File: src/hw/rtl/lpt_pkg.sv
// Package of the looping playback timer: field types, codes, register map,
// microcode enums and the control program. No dependencies.
`default_nettype none

package lpt_pkg;

    localparam int PaddrW = 5;
    typedef logic [PaddrW-1:0] t_paddr;
    typedef logic [31:0] t_pdata;
    typedef logic [2:0] t_regidx;

    typedef logic [31:0] t_time;
    typedef logic [15:0] t_speed;
    typedef logic [15:0] t_loops;
    typedef logic [2:0] t_cmd;
    typedef logic [1:0] t_wrap;

    localparam t_regidx RegClipLength = 3'd0;
    localparam t_regidx RegStartSpeed = 3'd1;
    localparam t_regidx RegStartLoops = 3'd2;
    localparam t_regidx RegLeadInSpan = 3'd3;
    localparam t_regidx RegWrapMode   = 3'd4;

    localparam t_cmd CmdTick   = 3'd0;
    localparam t_cmd CmdStart  = 3'd1;
    localparam t_cmd CmdPause  = 3'd2;
    localparam t_cmd CmdResume = 3'd3;
    localparam t_cmd CmdClear  = 3'd4;

    localparam t_wrap WrapNone = 2'd0;
    localparam t_wrap WrapOnce = 2'd1;
    localparam t_wrap WrapHold = 2'd2;
    localparam t_wrap WrapPing = 2'd3;

    localparam t_time  ClipLengthRst = 32'd0;
    localparam t_speed StartSpeedRst = 16'h0100;
    localparam t_loops StartLoopsRst = 16'd0;
    localparam t_time  LeadInSpanRst = 32'd0;
    localparam t_wrap  WrapModeRst   = WrapOnce;

    localparam t_speed SpeedMin = 16'h8000;
    localparam t_speed SpeedMax = 16'h7FFF;

    localparam int DivSteps = 33;
    typedef logic [5:0] t_cnt;
    localparam t_cnt DivLast = t_cnt'(DivSteps - 1);

    typedef struct packed {
        t_time  clip_length;
        t_speed start_speed;
        t_loops start_loops;
        t_time  lead_in_span;
        t_wrap  wrap_mode;
    } t_cfg;

    typedef enum logic [3:0] {
        UOP_NONE,
        UOP_SIMPLE,
        UOP_LEAD,
        UOP_MUL,
        UOP_ADD,
        UOP_SUB,
        UOP_DIV_INIT,
        UOP_DIV_STEP,
        UOP_WRAPS,
        UOP_FINISH,
        UOP_APPLY,
        UOP_SET_SUM,
        UOP_START,
        UOP_TIME_REM,
        UOP_TIME_CLR,
        UOP_RESULT
    } t_uop;

    typedef enum logic [3:0] {
        COND_NEVER,
        COND_ALWAYS,
        COND_NO_FIRE,
        COND_IS_START,
        COND_TICK_SKIP,
        COND_LEAD_SHORT,
        COND_SUM_LT,
        COND_DIV_MORE,
        COND_NOT_FINAL,
        COND_START_ZERO,
        COND_OUT_BUSY
    } t_cond;

    typedef logic [4:0] t_pc;

    localparam t_pc StepIdle     = 5'd0;
    localparam t_pc StepDispatch = 5'd1;
    localparam t_pc StepTickSkip = 5'd2;
    localparam t_pc StepLead     = 5'd3;
    localparam t_pc StepMul      = 5'd4;
    localparam t_pc StepAdd      = 5'd5;
    localparam t_pc StepSub      = 5'd6;
    localparam t_pc StepDivInit  = 5'd7;
    localparam t_pc StepTickDiv  = 5'd8;
    localparam t_pc StepWraps    = 5'd9;
    localparam t_pc StepCheck    = 5'd10;
    localparam t_pc StepFinish   = 5'd11;
    localparam t_pc StepApply    = 5'd12;
    localparam t_pc StepSetSum   = 5'd13;
    localparam t_pc StepStart    = 5'd14;
    localparam t_pc StepStartDiv = 5'd15;
    localparam t_pc StepTimeRem  = 5'd16;
    localparam t_pc StepTimeClr  = 5'd17;
    localparam t_pc StepOut      = 5'd18;
    localparam t_pc StepLast     = StepOut;

    typedef struct packed {
        t_uop  uop;
        t_cond cond;
        t_pc   target;
    } t_cword;

    typedef struct packed {
        t_uop uop;
        logic idle;
    } t_ctl;

    typedef struct packed {
        logic no_fire;
        logic is_start;
        logic tick_skip;
        logic lead_short;
        logic sum_lt;
        logic div_more;
        logic not_final;
        logic start_zero;
        logic out_busy;
    } t_flags;

    function automatic t_cword f_rom(input t_pc pc);
        t_cword w;
        unique case (pc)
            StepIdle:     w = '{UOP_NONE,     COND_NO_FIRE,    StepIdle};
            StepDispatch: w = '{UOP_SIMPLE,   COND_IS_START,   StepStart};
            StepTickSkip: w = '{UOP_NONE,     COND_TICK_SKIP,  StepOut};
            StepLead:     w = '{UOP_LEAD,     COND_LEAD_SHORT, StepOut};
            StepMul:      w = '{UOP_MUL,      COND_NEVER,      StepIdle};
            StepAdd:      w = '{UOP_ADD,      COND_NEVER,      StepIdle};
            StepSub:      w = '{UOP_SUB,      COND_SUM_LT,     StepSetSum};
            StepDivInit:  w = '{UOP_DIV_INIT, COND_NEVER,      StepIdle};
            StepTickDiv:  w = '{UOP_DIV_STEP, COND_DIV_MORE,   StepTickDiv};
            StepWraps:    w = '{UOP_WRAPS,    COND_NEVER,      StepIdle};
            StepCheck:    w = '{UOP_NONE,     COND_NOT_FINAL,  StepApply};
            StepFinish:   w = '{UOP_FINISH,   COND_ALWAYS,     StepOut};
            StepApply:    w = '{UOP_APPLY,    COND_ALWAYS,     StepOut};
            StepSetSum:   w = '{UOP_SET_SUM,  COND_ALWAYS,     StepOut};
            StepStart:    w = '{UOP_START,    COND_START_ZERO, StepTimeClr};
            StepStartDiv: w = '{UOP_DIV_STEP, COND_DIV_MORE,   StepStartDiv};
            StepTimeRem:  w = '{UOP_TIME_REM, COND_ALWAYS,     StepOut};
            StepTimeClr:  w = '{UOP_TIME_CLR, COND_NEVER,      StepIdle};
            StepOut:      w = '{UOP_RESULT,   COND_OUT_BUSY,   StepOut};
            default:      w = '{UOP_NONE,     COND_ALWAYS,     StepIdle};
        endcase
        return w;
    endfunction

endpackage

`default_nettype wire

File: src/hw/rtl/lpt_if.sv
// Request and result channel interfaces of the looping playback timer.
// Depends on lpt_pkg for the field types.
`default_nettype none

interface lpt_req_if;
    import lpt_pkg::*;
    logic  valid;
    logic  ready;
    t_cmd  cmd;
    t_time delta;
    logic  reset_position;
    modport source (output valid, cmd, delta, reset_position, input ready);
    modport sink (input valid, cmd, delta, reset_position, output ready);
endinterface

interface lpt_rsp_if;
    import lpt_pkg::*;
    logic   valid;
    logic   ready;
    t_time  position;
    t_time  sample_point;
    logic   is_playing;
    logic   is_loaded;
    logic   in_lead_in;
    logic   is_reversed;
    t_loops loops_remaining;
    logic   ended;
    modport source (output valid, position, sample_point, is_playing, is_loaded,
                    in_lead_in, is_reversed, loops_remaining, ended, input ready);
    modport sink (input valid, position, sample_point, is_playing, is_loaded,
                  in_lead_in, is_reversed, loops_remaining, ended, output ready);
endinterface

`default_nettype wire

File: src/hw/rtl/lpt_cfg.sv
// APB-style configuration registers of the looping playback timer.
// Depends on lpt_pkg for the register map and reset values.
`default_nettype none

module lpt_cfg (
    input  logic            i_clk,
    input  logic            i_rst_n,
    input  logic            i_psel,
    input  logic            i_penable,
    input  logic            i_pwrite,
    input  lpt_pkg::t_paddr i_paddr,
    input  lpt_pkg::t_pdata i_pwdata,
    output lpt_pkg::t_pdata o_prdata,
    output logic            o_pready,
    output lpt_pkg::t_cfg   o_cfg
);
    import lpt_pkg::*;

    t_time   r_clip_length;
    t_speed  r_start_speed;
    t_loops  r_start_loops;
    t_time   r_lead_in_span;
    t_wrap   r_wrap_mode;
    t_regidx idx;
    logic    wr_en;

    assign idx      = i_paddr[PaddrW-1:2];
    assign o_pready = 1'b1;
    assign wr_en    = i_psel & i_penable & i_pwrite & o_pready;

    always_ff @(posedge i_clk) begin
        if (!i_rst_n) begin
            r_clip_length  <= ClipLengthRst;
            r_start_speed  <= StartSpeedRst;
            r_start_loops  <= StartLoopsRst;
            r_lead_in_span <= LeadInSpanRst;
            r_wrap_mode    <= WrapModeRst;
        end else if (wr_en) begin
            unique case (idx)
                RegClipLength: r_clip_length  <= i_pwdata;
                RegStartSpeed: r_start_speed  <= i_pwdata[15:0];
                RegStartLoops: r_start_loops  <= i_pwdata[15:0];
                RegLeadInSpan: r_lead_in_span <= i_pwdata;
                RegWrapMode:   r_wrap_mode    <= i_pwdata[1:0];
                default: begin
                end
            endcase
        end
    end

    always_comb begin
        unique case (idx)
            RegClipLength: o_prdata = r_clip_length;
            RegStartSpeed: o_prdata = {16'd0, r_start_speed};
            RegStartLoops: o_prdata = {16'd0, r_start_loops};
            RegLeadInSpan: o_prdata = r_lead_in_span;
            RegWrapMode:   o_prdata = {30'd0, r_wrap_mode};
            default:       o_prdata = '0;
        endcase
    end

    assign o_cfg = '{clip_length:  r_clip_length,
                     start_speed:  r_start_speed,
                     start_loops:  r_start_loops,
                     lead_in_span: r_lead_in_span,
                     wrap_mode:    r_wrap_mode};

endmodule

`default_nettype wire

File: src/hw/rtl/lpt_seq.sv
// Microcode sequencer of the looping playback timer: step counter, control
// program from lpt_pkg::f_rom and conditional jumps on datapath flags.
`default_nettype none

module lpt_seq (
    input  logic            i_clk,
    input  logic            i_rst_n,
    input  lpt_pkg::t_flags i_flags,
    output lpt_pkg::t_ctl   o_ctl
);
    import lpt_pkg::*;

    t_pc    r_pc;
    t_pc    n_pc;
    t_cword word;
    logic   take;

    assign word = f_rom(r_pc);

    always_comb begin
        unique case (word.cond)
            COND_NEVER:      take = 1'b0;
            COND_ALWAYS:     take = 1'b1;
            COND_NO_FIRE:    take = i_flags.no_fire;
            COND_IS_START:   take = i_flags.is_start;
            COND_TICK_SKIP:  take = i_flags.tick_skip;
            COND_LEAD_SHORT: take = i_flags.lead_short;
            COND_SUM_LT:     take = i_flags.sum_lt;
            COND_DIV_MORE:   take = i_flags.div_more;
            COND_NOT_FINAL:  take = i_flags.not_final;
            COND_START_ZERO: take = i_flags.start_zero;
            COND_OUT_BUSY:   take = i_flags.out_busy;
            default:         take = 1'b0;
        endcase
    end

    always_comb begin
        if (take) begin
            n_pc = word.target;
        end else if (r_pc == StepLast) begin
            n_pc = StepIdle;
        end else begin
            n_pc = r_pc + t_pc'(1);
        end
    end

    always_ff @(posedge i_clk) begin
        if (!i_rst_n) begin
            r_pc <= StepIdle;
        end else begin
            r_pc <= n_pc;
        end
    end

    always_comb begin
        o_ctl.uop  = word.uop;
        o_ctl.idle = (r_pc == StepIdle);
    end

endmodule

`default_nettype wire

File: src/hw/rtl/lpt_dp.sv
// Datapath of the looping playback timer: channel state, multiplier,
// restoring divider and result register, driven by micro-operations.
// Depends on lpt_pkg and the channel interfaces in lpt_if.sv.
`default_nettype none

module lpt_dp (
    input  logic            i_clk,
    input  logic            i_rst_n,
    input  lpt_pkg::t_cfg   i_cfg,
    input  lpt_pkg::t_ctl   i_ctl,
    output lpt_pkg::t_flags o_flags,
    lpt_req_if.sink         i_req,
    lpt_rsp_if.source       o_rsp
);
    import lpt_pkg::*;

    t_cmd        r_cmd;
    t_time       r_delta;
    logic        r_rpos;

    t_time       r_time,     n_time;
    t_time       r_lead_len, n_lead_len;
    logic        r_lead_act, n_lead_act;
    logic        r_run,      n_run;
    logic        r_load,     n_load;
    logic        r_ended,    n_ended;
    t_speed      r_speed,    n_speed;
    t_loops      r_loops,    n_loops;

    logic [32:0] r_d,        n_d;
    t_time       r_adv,      n_adv;
    logic [32:0] r_sum,      n_sum;
    logic [32:0] r_rem,      n_rem;
    logic [32:0] r_dq,       n_dq;
    t_time       r_dr,       n_dr;
    t_cnt        r_cnt,      n_cnt;
    logic [33:0] r_wraps,    n_wraps;

    logic        r_ovalid;
    t_time       r_o_position;
    t_time       r_o_sample;
    logic        r_o_playing;
    logic        r_o_loaded;
    logic        r_o_lead;
    logic        r_o_rev;
    t_loops      r_o_loops;
    logic        r_o_ended;

    logic        fire;
    logic [32:0] len33;
    logic        len_zero;
    logic [15:0] mag;
    t_speed      flipped;
    t_speed      fin_speed;
    logic [48:0] prod;
    t_time       adv_sat;
    logic [33:0] lead_diff;
    logic        lead_short;
    logic [32:0] div_t;
    logic [32:0] div_sub;
    logic        div_ge;
    logic        is_final;
    t_time       sample_val;
    logic        out_busy;
    logic        out_load;

    assign i_req.ready = i_ctl.idle;
    assign fire        = i_req.valid & i_ctl.idle;

    assign len33      = {1'b0, i_cfg.clip_length};
    assign len_zero   = (i_cfg.clip_length == '0);
    assign mag        = r_speed[15] ? (~r_speed + 16'd1) : r_speed;
    assign flipped    = (r_speed == SpeedMin) ? SpeedMax : (~r_speed + 16'd1);
    assign prod       = 49'(r_d) * 49'(mag);
    assign adv_sat    = (|prod[48:40]) ? '1 : prod[39:8];
    assign lead_diff  = 34'(r_time) + 34'(r_delta) - 34'(r_lead_len);
    assign lead_short = r_lead_act & lead_diff[33];
    assign div_t      = {r_dr, r_dq[32]};
    assign div_ge     = (div_t >= len33);
    assign div_sub    = div_t - len33;
    assign is_final   = (r_loops != '0) && (r_wraps >= 34'(r_loops));
    assign fin_speed  = ((i_cfg.wrap_mode == WrapPing) && !r_loops[0]) ? flipped : r_speed;
    assign out_busy   = r_ovalid & ~o_rsp.ready;
    assign out_load   = (i_ctl.uop == UOP_RESULT) & ~out_busy;

    always_comb begin
        if (!r_load || r_lead_act) begin
            sample_val = '0;
        end else if (r_speed[15]) begin
            sample_val = (i_cfg.clip_length >= r_time) ? (i_cfg.clip_length - r_time) : '0;
        end else begin
            sample_val = r_time;
        end
    end

    always_comb begin
        o_flags.no_fire    = ~i_req.valid;
        o_flags.is_start   = (r_cmd == CmdStart);
        o_flags.tick_skip  = (r_cmd != CmdTick) | ~r_load | ~r_run;
        o_flags.lead_short = lead_short;
        o_flags.sum_lt     = (r_sum < len33);
        o_flags.div_more   = (r_cnt != DivLast);
        o_flags.not_final  = ~is_final;
        o_flags.start_zero = r_rpos | len_zero;
        o_flags.out_busy   = out_busy;
    end

    always_comb begin
        n_time     = r_time;
        n_lead_len = r_lead_len;
        n_lead_act = r_lead_act;
        n_run      = r_run;
        n_load     = r_load;
        n_ended    = r_ended;
        n_speed    = r_speed;
        n_loops    = r_loops;
        n_d        = r_d;
        n_adv      = r_adv;
        n_sum      = r_sum;
        n_rem      = r_rem;
        n_dq       = r_dq;
        n_dr       = r_dr;
        n_cnt      = r_cnt;
        n_wraps    = r_wraps;
        unique case (i_ctl.uop)
            UOP_NONE: begin
            end
            UOP_SIMPLE: begin
                n_ended = 1'b0;
                unique case (r_cmd)
                    CmdPause:  n_run = 1'b0;
                    CmdResume: n_run = 1'b1;
                    CmdClear: begin
                        n_time     = '0;
                        n_lead_len = '0;
                        n_lead_act = 1'b0;
                        n_run      = 1'b0;
                        n_load     = 1'b0;
                        n_speed    = '0;
                        n_loops    = '0;
                    end
                    default: begin
                    end
                endcase
            end
            UOP_LEAD: begin
                if (!r_lead_act) begin
                    n_d = {1'b0, r_delta};
                end else if (lead_short) begin
                    n_time = lead_diff[31:0] + r_lead_len;
                end else begin
                    n_d        = lead_diff[32:0];
                    n_time     = '0;
                    n_lead_act = 1'b0;
                    n_lead_len = '0;
                end
            end
            UOP_MUL:      n_adv = adv_sat;
            UOP_ADD:      n_sum = 33'(r_time) + 33'(r_adv);
            UOP_SUB:      n_rem = r_sum - len33;
            UOP_DIV_INIT: begin
                n_dq  = r_rem;
                n_dr  = '0;
                n_cnt = '0;
            end
            UOP_DIV_STEP: begin
                n_dr  = div_ge ? div_sub[31:0] : div_t[31:0];
                n_dq  = {r_dq[31:0], div_ge};
                n_cnt = r_cnt + t_cnt'(1);
            end
            UOP_WRAPS: n_wraps = len_zero ? 34'd1 : (34'(r_dq) + 34'd1);
            UOP_FINISH: begin
                n_speed = fin_speed;
                unique case (i_cfg.wrap_mode)
                    WrapNone: begin
                        n_time = '0;
                        n_load = 1'b0;
                    end
                    WrapOnce: n_time = '0;
                    WrapHold: n_time = i_cfg.clip_length;
                    WrapPing: n_time = fin_speed[15] ? '0 : i_cfg.clip_length;
                    default:  n_time = '0;
                endcase
                n_loops = '0;
                n_run   = 1'b0;
                n_ended = 1'b1;
            end
            UOP_APPLY: begin
                if (r_loops != '0) begin
                    n_loops = r_loops - r_wraps[15:0];
                end
                if ((i_cfg.wrap_mode == WrapPing) && r_wraps[0]) begin
                    n_speed = flipped;
                end
                n_time = len_zero ? '0 : r_dr;
            end
            UOP_SET_SUM: n_time = r_sum[31:0];
            UOP_START: begin
                if (i_cfg.lead_in_span != '0) begin
                    n_lead_act = 1'b1;
                    n_lead_len = i_cfg.lead_in_span;
                end
                n_load  = 1'b1;
                n_speed = i_cfg.start_speed;
                n_loops = i_cfg.start_loops;
                n_run   = 1'b1;
                n_dq    = {1'b0, r_time};
                n_dr    = '0;
                n_cnt   = '0;
            end
            UOP_TIME_REM: n_time = r_dr;
            UOP_TIME_CLR: n_time = '0;
            UOP_RESULT: begin
            end
        endcase
    end

    always_ff @(posedge i_clk) begin
        if (!i_rst_n) begin
            r_time     <= '0;
            r_lead_len <= '0;
            r_lead_act <= 1'b0;
            r_run      <= 1'b0;
            r_load     <= 1'b0;
            r_ended    <= 1'b0;
            r_speed    <= '0;
            r_loops    <= '0;
            r_ovalid   <= 1'b0;
        end else begin
            r_time     <= n_time;
            r_lead_len <= n_lead_len;
            r_lead_act <= n_lead_act;
            r_run      <= n_run;
            r_load     <= n_load;
            r_ended    <= n_ended;
            r_speed    <= n_speed;
            r_loops    <= n_loops;
            if (out_load) begin
                r_ovalid <= 1'b1;
            end else if (o_rsp.ready) begin
                r_ovalid <= 1'b0;
            end
        end
    end

    always_ff @(posedge i_clk) begin
        if (fire) begin
            r_cmd   <= i_req.cmd;
            r_delta <= i_req.delta;
            r_rpos  <= i_req.reset_position;
        end
        r_d     <= n_d;
        r_adv   <= n_adv;
        r_sum   <= n_sum;
        r_rem   <= n_rem;
        r_dq    <= n_dq;
        r_dr    <= n_dr;
        r_cnt   <= n_cnt;
        r_wraps <= n_wraps;
        if (out_load) begin
            r_o_position <= r_time;
            r_o_sample   <= sample_val;
            r_o_playing  <= r_run;
            r_o_loaded   <= r_load;
            r_o_lead     <= r_lead_act;
            r_o_rev      <= r_speed[15];
            r_o_loops    <= r_loops;
            r_o_ended    <= r_ended;
        end
    end

    assign o_rsp.valid           = r_ovalid;
    assign o_rsp.position        = r_o_position;
    assign o_rsp.sample_point    = r_o_sample;
    assign o_rsp.is_playing      = r_o_playing;
    assign o_rsp.is_loaded       = r_o_loaded;
    assign o_rsp.in_lead_in      = r_o_lead;
    assign o_rsp.is_reversed     = r_o_rev;
    assign o_rsp.loops_remaining = r_o_loops;
    assign o_rsp.ended           = r_o_ended;

endmodule

`default_nettype wire

File: src/hw/rtl/looping_playback_timer_top.sv
// Looping playback position timer for one clip channel: the top level.
// Uses i_req to take one command request (tick, start, pause, resume, clear)
// at a time and returns exactly one status result on o_rsp for each.
// Configuration (clip length, start speed, loop count, lead-in span, wrap
// mode) must be written by the user over the APB-style port only while no
// request is in flight; the block itself does not enforce this. The path
// from acceptance to result is shortest for pause, resume, clear, unused
// codes and skipped ticks, longer for ticks within the lead-in and for
// starts that restart at zero, longer still for ticks within the clip, and
// longest for ticks that wrap and starts that wrap the old position. A
// request is taken only while the sequencer waits at its idle step, so none
// is taken until the last result is registered. The restoring divider, one
// quotient bit a cycle, sets the long cases; it serves both the wrap count
// of a tick and the modulo of a start. Reset clears the channel state and
// the result valid flag, and the block waits idle with ready high. When the
// receiver stalls, the result stays in its register and the block takes one
// more request, which then waits at its final step until that register frees.
// Depends on lpt_pkg, lpt_if, lpt_cfg, lpt_seq and lpt_dp.
`default_nettype none

module looping_playback_timer_top (
    input  logic            i_clk,
    input  logic            i_rst_n,
    lpt_req_if.sink         i_req,
    lpt_rsp_if.source       o_rsp,
    input  logic            i_psel,
    input  logic            i_penable,
    input  logic            i_pwrite,
    input  lpt_pkg::t_paddr i_paddr,
    input  lpt_pkg::t_pdata i_pwdata,
    output lpt_pkg::t_pdata o_prdata,
    output logic            o_pready
);
    import lpt_pkg::*;

    t_cfg   cfg;
    t_ctl   ctl;
    t_flags flags;

    lpt_cfg u_cfg (
        .i_clk     (i_clk),
        .i_rst_n   (i_rst_n),
        .i_psel    (i_psel),
        .i_penable (i_penable),
        .i_pwrite  (i_pwrite),
        .i_paddr   (i_paddr),
        .i_pwdata  (i_pwdata),
        .o_prdata  (o_prdata),
        .o_pready  (o_pready),
        .o_cfg     (cfg)
    );

    lpt_seq u_seq (
        .i_clk   (i_clk),
        .i_rst_n (i_rst_n),
        .i_flags (flags),
        .o_ctl   (ctl)
    );

    lpt_dp u_dp (
        .i_clk   (i_clk),
        .i_rst_n (i_rst_n),
        .i_cfg   (cfg),
        .i_ctl   (ctl),
        .o_flags (flags),
        .i_req   (i_req),
        .o_rsp   (o_rsp)
    );

endmodule

`default_nettype wire

File: src/flat_wrapper.sv
// flat-port wrapper written by rule: the top's interface ports become plain ports
module looping_playback_timer_top_flat import lpt_pkg::*;
  (i_clk, i_rst_n, i_psel, i_penable, i_pwrite, i_paddr, i_pwdata, o_prdata, o_pready, i_req_valid, i_req_cmd, i_req_delta, i_req_reset_position, i_req_ready, o_rsp_valid, o_rsp_position, o_rsp_sample_point, o_rsp_is_playing, o_rsp_is_loaded, o_rsp_in_lead_in, o_rsp_is_reversed, o_rsp_loops_remaining, o_rsp_ended, o_rsp_ready);
  lpt_req_if i_req_i ();
  lpt_rsp_if o_rsp_i ();
  input  logic i_clk;
  input  logic i_rst_n;
  input  logic i_psel;
  input  logic i_penable;
  input  logic i_pwrite;
  input  lpt_pkg::t_paddr i_paddr;
  input  lpt_pkg::t_pdata i_pwdata;
  output lpt_pkg::t_pdata o_prdata;
  output logic o_pready;
  input wire logic [$bits(i_req_i.valid)-1:0] i_req_valid;
  input wire logic [$bits(i_req_i.cmd)-1:0] i_req_cmd;
  input wire logic [$bits(i_req_i.delta)-1:0] i_req_delta;
  input wire logic [$bits(i_req_i.reset_position)-1:0] i_req_reset_position;
  output wire logic [$bits(i_req_i.ready)-1:0] i_req_ready;
  output wire logic [$bits(o_rsp_i.valid)-1:0] o_rsp_valid;
  output wire logic [$bits(o_rsp_i.position)-1:0] o_rsp_position;
  output wire logic [$bits(o_rsp_i.sample_point)-1:0] o_rsp_sample_point;
  output wire logic [$bits(o_rsp_i.is_playing)-1:0] o_rsp_is_playing;
  output wire logic [$bits(o_rsp_i.is_loaded)-1:0] o_rsp_is_loaded;
  output wire logic [$bits(o_rsp_i.in_lead_in)-1:0] o_rsp_in_lead_in;
  output wire logic [$bits(o_rsp_i.is_reversed)-1:0] o_rsp_is_reversed;
  output wire logic [$bits(o_rsp_i.loops_remaining)-1:0] o_rsp_loops_remaining;
  output wire logic [$bits(o_rsp_i.ended)-1:0] o_rsp_ended;
  input wire logic [$bits(o_rsp_i.ready)-1:0] o_rsp_ready;
  assign i_req_i.valid = i_req_valid;
  assign i_req_i.cmd = i_req_cmd;
  assign i_req_i.delta = i_req_delta;
  assign i_req_i.reset_position = i_req_reset_position;
  assign i_req_ready = i_req_i.ready;
  assign o_rsp_valid = o_rsp_i.valid;
  assign o_rsp_position = o_rsp_i.position;
  assign o_rsp_sample_point = o_rsp_i.sample_point;
  assign o_rsp_is_playing = o_rsp_i.is_playing;
  assign o_rsp_is_loaded = o_rsp_i.is_loaded;
  assign o_rsp_in_lead_in = o_rsp_i.in_lead_in;
  assign o_rsp_is_reversed = o_rsp_i.is_reversed;
  assign o_rsp_loops_remaining = o_rsp_i.loops_remaining;
  assign o_rsp_ended = o_rsp_i.ended;
  assign o_rsp_i.ready = o_rsp_ready;
  looping_playback_timer_top u_core (.i_clk(i_clk), .i_rst_n(i_rst_n), .i_req(i_req_i), .o_rsp(o_rsp_i), .i_psel(i_psel), .i_penable(i_penable), .i_pwrite(i_pwrite), .i_paddr(i_paddr), .i_pwdata(i_pwdata), .o_prdata(o_prdata), .o_pready(o_pready));
endmodule
File: config.mk
export PLATFORM = sky130hd
export DESIGN_NAME = looping_playback_timer_top_flat
export DESIGN_NICKNAME = d
export VERILOG_FILES = /design/src/hw/rtl/lpt_pkg.sv /design/src/hw/rtl/lpt_if.sv /design/src/hw/rtl/lpt_cfg.sv /design/src/hw/rtl/lpt_seq.sv /design/src/hw/rtl/lpt_dp.sv /design/src/hw/rtl/looping_playback_timer_top.sv /design/src/flat_wrapper.sv
export SDC_FILE = /design/constraint.sdc
export NUM_CORES = 2
export LEC_CHECK = 0
export ABC_AREA = 0
export CAP_MARGIN = 20
export CELL_PAD_IN_SITES_DETAIL_PLACEMENT = 1
export CELL_PAD_IN_SITES_GLOBAL_PLACEMENT = 1
export CORE_ASPECT_RATIO = 0.6
export CORE_UTILIZATION = 51
export DETAILED_ROUTE_END_ITERATION = 7
export DONT_BUFFER_PORTS = 1
export GPL_TIMING_DRIVEN = 0
export PLACE_DENSITY = 0.8
export SLEW_MARGIN = 5
export SYNTH_ARGS = -nofsm -noshare
export SYNTH_HDL_FRONTEND = slang
export SYNTH_SLANG_ARGS = --single-unit
File: constraint.sdc
create_clock -name i_clk -period 10.6 [get_ports i_clk]
set_clock_uncertainty 0.05 [all_clocks]
set_input_delay 1.59 -clock i_clk [delete_from_list [all_inputs] [get_ports i_clk]]
set_output_delay 1.59 -clock i_clk [all_outputs]
set_load 0.01 [all_outputs]
==> metrics.md <==
| Metric | Value |
|---|---|
| Synth Net Count | roughly 6,600 |
| Met2 Use GR | 55.6% |
| Tot GR Track Use | a little over two fifths |
| Synth top cells by count | 826 x nand2_1, 748 x inv_1, 469 x fa_1 |
| Hold Vio Cnt, Final | 0 |
| Synth Flop Type | edfxtp_1 |
| M1 GR Usage | between 60% and 70% |
| Power, Total | approximately 7.9 mW |
| Crit Path Max Fanout | 7 |
| Distinct cell type count after synthesis | 83 |
| CTS buffer count | between 50 and 60 |
| Fill cells | 11,400 |
| Die Height | about 250 um |
| Number of flops mapped to enable cells by yosys | between 300 and 400 |
| # DRC | 25 |
| Gpl congestion | around 1.1 |
| Reg clk slew, reported paths | 80 ps |
| WS Path Type | reg2reg |
| Area leader, netlist | edfxtp_1 |
| Skew-Pair Late Insertion Delay | about 700 ps |
| Number of global-route vias before repair | ~46,000 |
| Max Freq | around 0.094 GHz |
| HP Class | reg2reg |
| Core ar. | just under 100,000 um^2 |
| Layout cells sized above 1 | between 4 and 5% |
| Slew Limit Fails | 0 |
| CP Data Arrival Time | ~11,000 ps |
| Met3 GRT Util | a little over a fifth |
| YS warnings | 0 |
| Critical R2R Launch | u_core.u_dp.r_speed[0]$_SDFFE_PN0P_ |
| Final Net Count | around 6,700 |
| Cts hold-fix bufs | 0 |
| Relative slew margins | approximately 17% |
| Max cap viols | 0 |
| Area contributors post-synth | edfxtp_1 21%, fa_1 18%, ha_1 8.7% |
| Tcrit/Tclk final | between 90% and 100% |
| #FFs+latches synth | about 570 |
| R2R Setup Slk | 8 ps |
| Clock Sinks | between 500 and 600 |
| Seq/Total Area, Yosys | 29.5% |
| Via count | around 46,000 |
| Via density | ~6.4 |
| First-pass GRT wire length | between 300 and 400 mm |
| Worst path max stage delay | roughly 600 ps |
| Startpoint type of the worst setup path | register |
| Mean post-synth cell area | between 9 and 10 um^2 |
| Hold Path Origin | u_core.u_cfg.r_start_speed[9]$_SDFFE_PN0P_ |
| TritonCTS clock tree | yes |
| Starting Density | approximately half |
| Crit path max-delay cell type | fa_1 |
| Remaining global-route overflow | 0 |
| Asr flop ratio synth | 0% |
| Pwr/cell area | between 100 and 150 nW/um^2 |
| Final hold slack | 428 ps |
| Post-route ant nets | 0 |
| Maximum vdd drop | between 0.15 and 0.2 mV |
| Post-Syn Area | around 51,000 um^2 |
| H-tree levels | 2 |
| Initial drt markers | between 5,000 and 6,000 |
| Pin count of the biggest net entering global routing | 37 |
| Synth top area share | 21.0% |
| Mapped Cells | ~5,700 |
| Die width | 411 um |
| Root Driver | clkbuf_16 |
| DRT Wirelength | about 220 mm |
| Antenna violations before repair | 23 |
| Status | finished, violations left |
| Fin crit period | between 10,000 and 15,000 ps |
| I/O pins | 200 |
| P_leak | 23.7 nW |
| Failing checks | DRC |
| Tightest Pin Transition | about 1200 ps |
| Hold-critical path depth | 2 |
| Max clock buf depth | 3 |
| Most frequent cell after synthesis | nand2_1 |
| Crit. End Element | register |
| Input/output buffers | 0 |
| HPWL Detailed | roughly 180 mm |
| Hold endpoint | u_core.u_cfg.r_start_speed[9]$_SDFFE_PN0P_ |
| GRT busiest layer | met1 |
| Pre-antenna DRT Iters | 8 |
| Setup TNS | 0 ps |
| Crit Reg-Reg Endpoint | u_core.u_dp.r_adv[11]$_SDFFCE_PP1N_ |
| Reg2reg path depth | 33 |
| CP required | 10,960 ps |
| Synth-to-Final Area Change | 9.73% |
| Die area | just over 100,000 um^2 |
| Setup violators final | 0 |
| Avg WL per Cell | just over 30 um |
| Row count | just under 90 |
timing repair:
action                                  in CTS  in global routing
hold endpoints to repair                     0                  0
pin swaps                                    3                 15
endpoints found under the setup margin      32                 32
cloned                                       0                  2
setup buffers                                7                 14
resized for setup                           53                 59
sequential cells by signal, indices dropped and copies added (netlist names), 32 cells and up:
| register | flops |
|---|---|
| u_core.u_dp.r_wraps | 34 |
| u_core.u_dp.r_d | 33 |
| u_core.u_dp.r_dq | 33 |
| u_core.u_dp.r_rem | 33 |
| u_core.u_dp.r_sum | 33 |
| u_core.u_cfg.r_clip_length | 32 |
| u_core.u_cfg.r_lead_in_span | 32 |
| u_core.u_dp.o_rsp.position | 32 |
| u_core.u_dp.o_rsp.sample_point | 32 |
| u_core.u_dp.r_adv | 32 |
| u_core.u_dp.r_delta | 32 |
| u_core.u_dp.r_dr | 32 |
| u_core.u_dp.r_lead_len | 32 |
| u_core.u_dp.r_time | 32 |
power by group:
part	switching [mW]	internal [mW]
Sequential	0.240	2.61
Clock	1.05	1.26
Combinational	1.82	0.953
stage by stage:
step                      setup slack (ps)  cell area [um^2]  utilization, %  std cells
after global routing                 -41.2             56100            56.8       7153
after CTS                             3.70             55700            56.3       7126
after detailed placement             -1960             53400            54.0       7009
after global placement               -2430             52800            53.4       6969
final                                 7.87             56100            56.8       7166
after floorplan                        820             51100               -       5650
cell usage in the layout, fill, tap and decap left out, drive strengths merged, types with 44 or more instances in the layout:
cell    Yosys  routed
nand2     826     826
edfxtp    357     357
nand4      44      44
dfxtp     217     217
or3        44      44
nor2b      65      65
nor2      331     331
a21oi     369     369
inv       749     756
and2      189     189
a21o      115     115
a22oi     109     109
xnor2     157     157
a31oi      44      44
buf        19      92
nor3       75      75
nand3      98      98
fa        469     469
nand2b     47      47
clkbuf    217     299
xor2       93      93
ha        355     355
o21ai     176     176
worst max-delay path, delay by kind of cell, from the launching register on:
kind,cells,cell delay [ps]
flops,1,380
mux,1,120
buf+inv,6,900
compound gates,6,1710
simple gates,12,3610
fa+ha+maj,8,3510
kinds of logic (layout without fill, tap and decap cells):
family          after synthesis  in the layout  synth area share, %
flops                       574            574                 29.5
buf+inv                     987           1164                 7.30
simple gates               1833           1833                 16.5
xor+xnor                    250            250                 4.28
fa+ha+maj                   824            824                 27.1
other cells                   1             21              0.00734
compound gates             1153           1153                 14.8
mux                          28             28                0.570
worst max-delay path by stage:
stage	start	end	slack [ps]	depth (start not counted)
floorplan	u_core.u_dp.r_speed[0]$_SDFFE_PN0P_	u_core.u_dp.r_adv[0]$_SDFFCE_PP1N_	820	36
global placement	u_core.u_dp.r_speed[0]$_SDFFE_PN0P_	u_core.u_dp.r_adv[3]$_SDFFCE_PP1N_	-2430	36
detailed placement	u_core.u_dp.r_speed[0]$_SDFFE_PN0P_	u_core.u_dp.r_adv[3]$_SDFFCE_PP1N_	-1960	33
CTS	u_core.u_dp.r_speed[0]$_SDFFE_PN0P_	u_core.u_dp.r_adv[1]$_SDFFCE_PP1N_	4	38
global route	u_core.u_dp.r_speed[2]$_SDFFE_PN0P_	u_core.u_dp.r_adv[11]$_SDFFCE_PP1N_	-40	33
finish	u_core.u_dp.r_speed[0]$_SDFFE_PN0P_	u_core.u_dp.r_adv[11]$_SDFFCE_PP1N_	8	33
layout make-up:
class	instances	area, um^2	share of cell area, %
clock buffer	90	1730	3.08
buffer	234	1080	1.93
tap	1319	1650	2.94
multi-input combinational	4089	32700	58.3
inverter	751	2820	5.03
clock inverter	22	293	0.522
antenna	20	50.0	0.0892
sequential	574	15100	26.9
timing repair buffer	67	713	1.27
routing by layer:
layer  vias up  share of wire [%]
li1      19400                  -
met1     23200                 43
met2      2806                 38
met3       349                 16
met4        14                2.8
met5         -              0.049
Note: power is estimated with default switching activity, not from simulation.
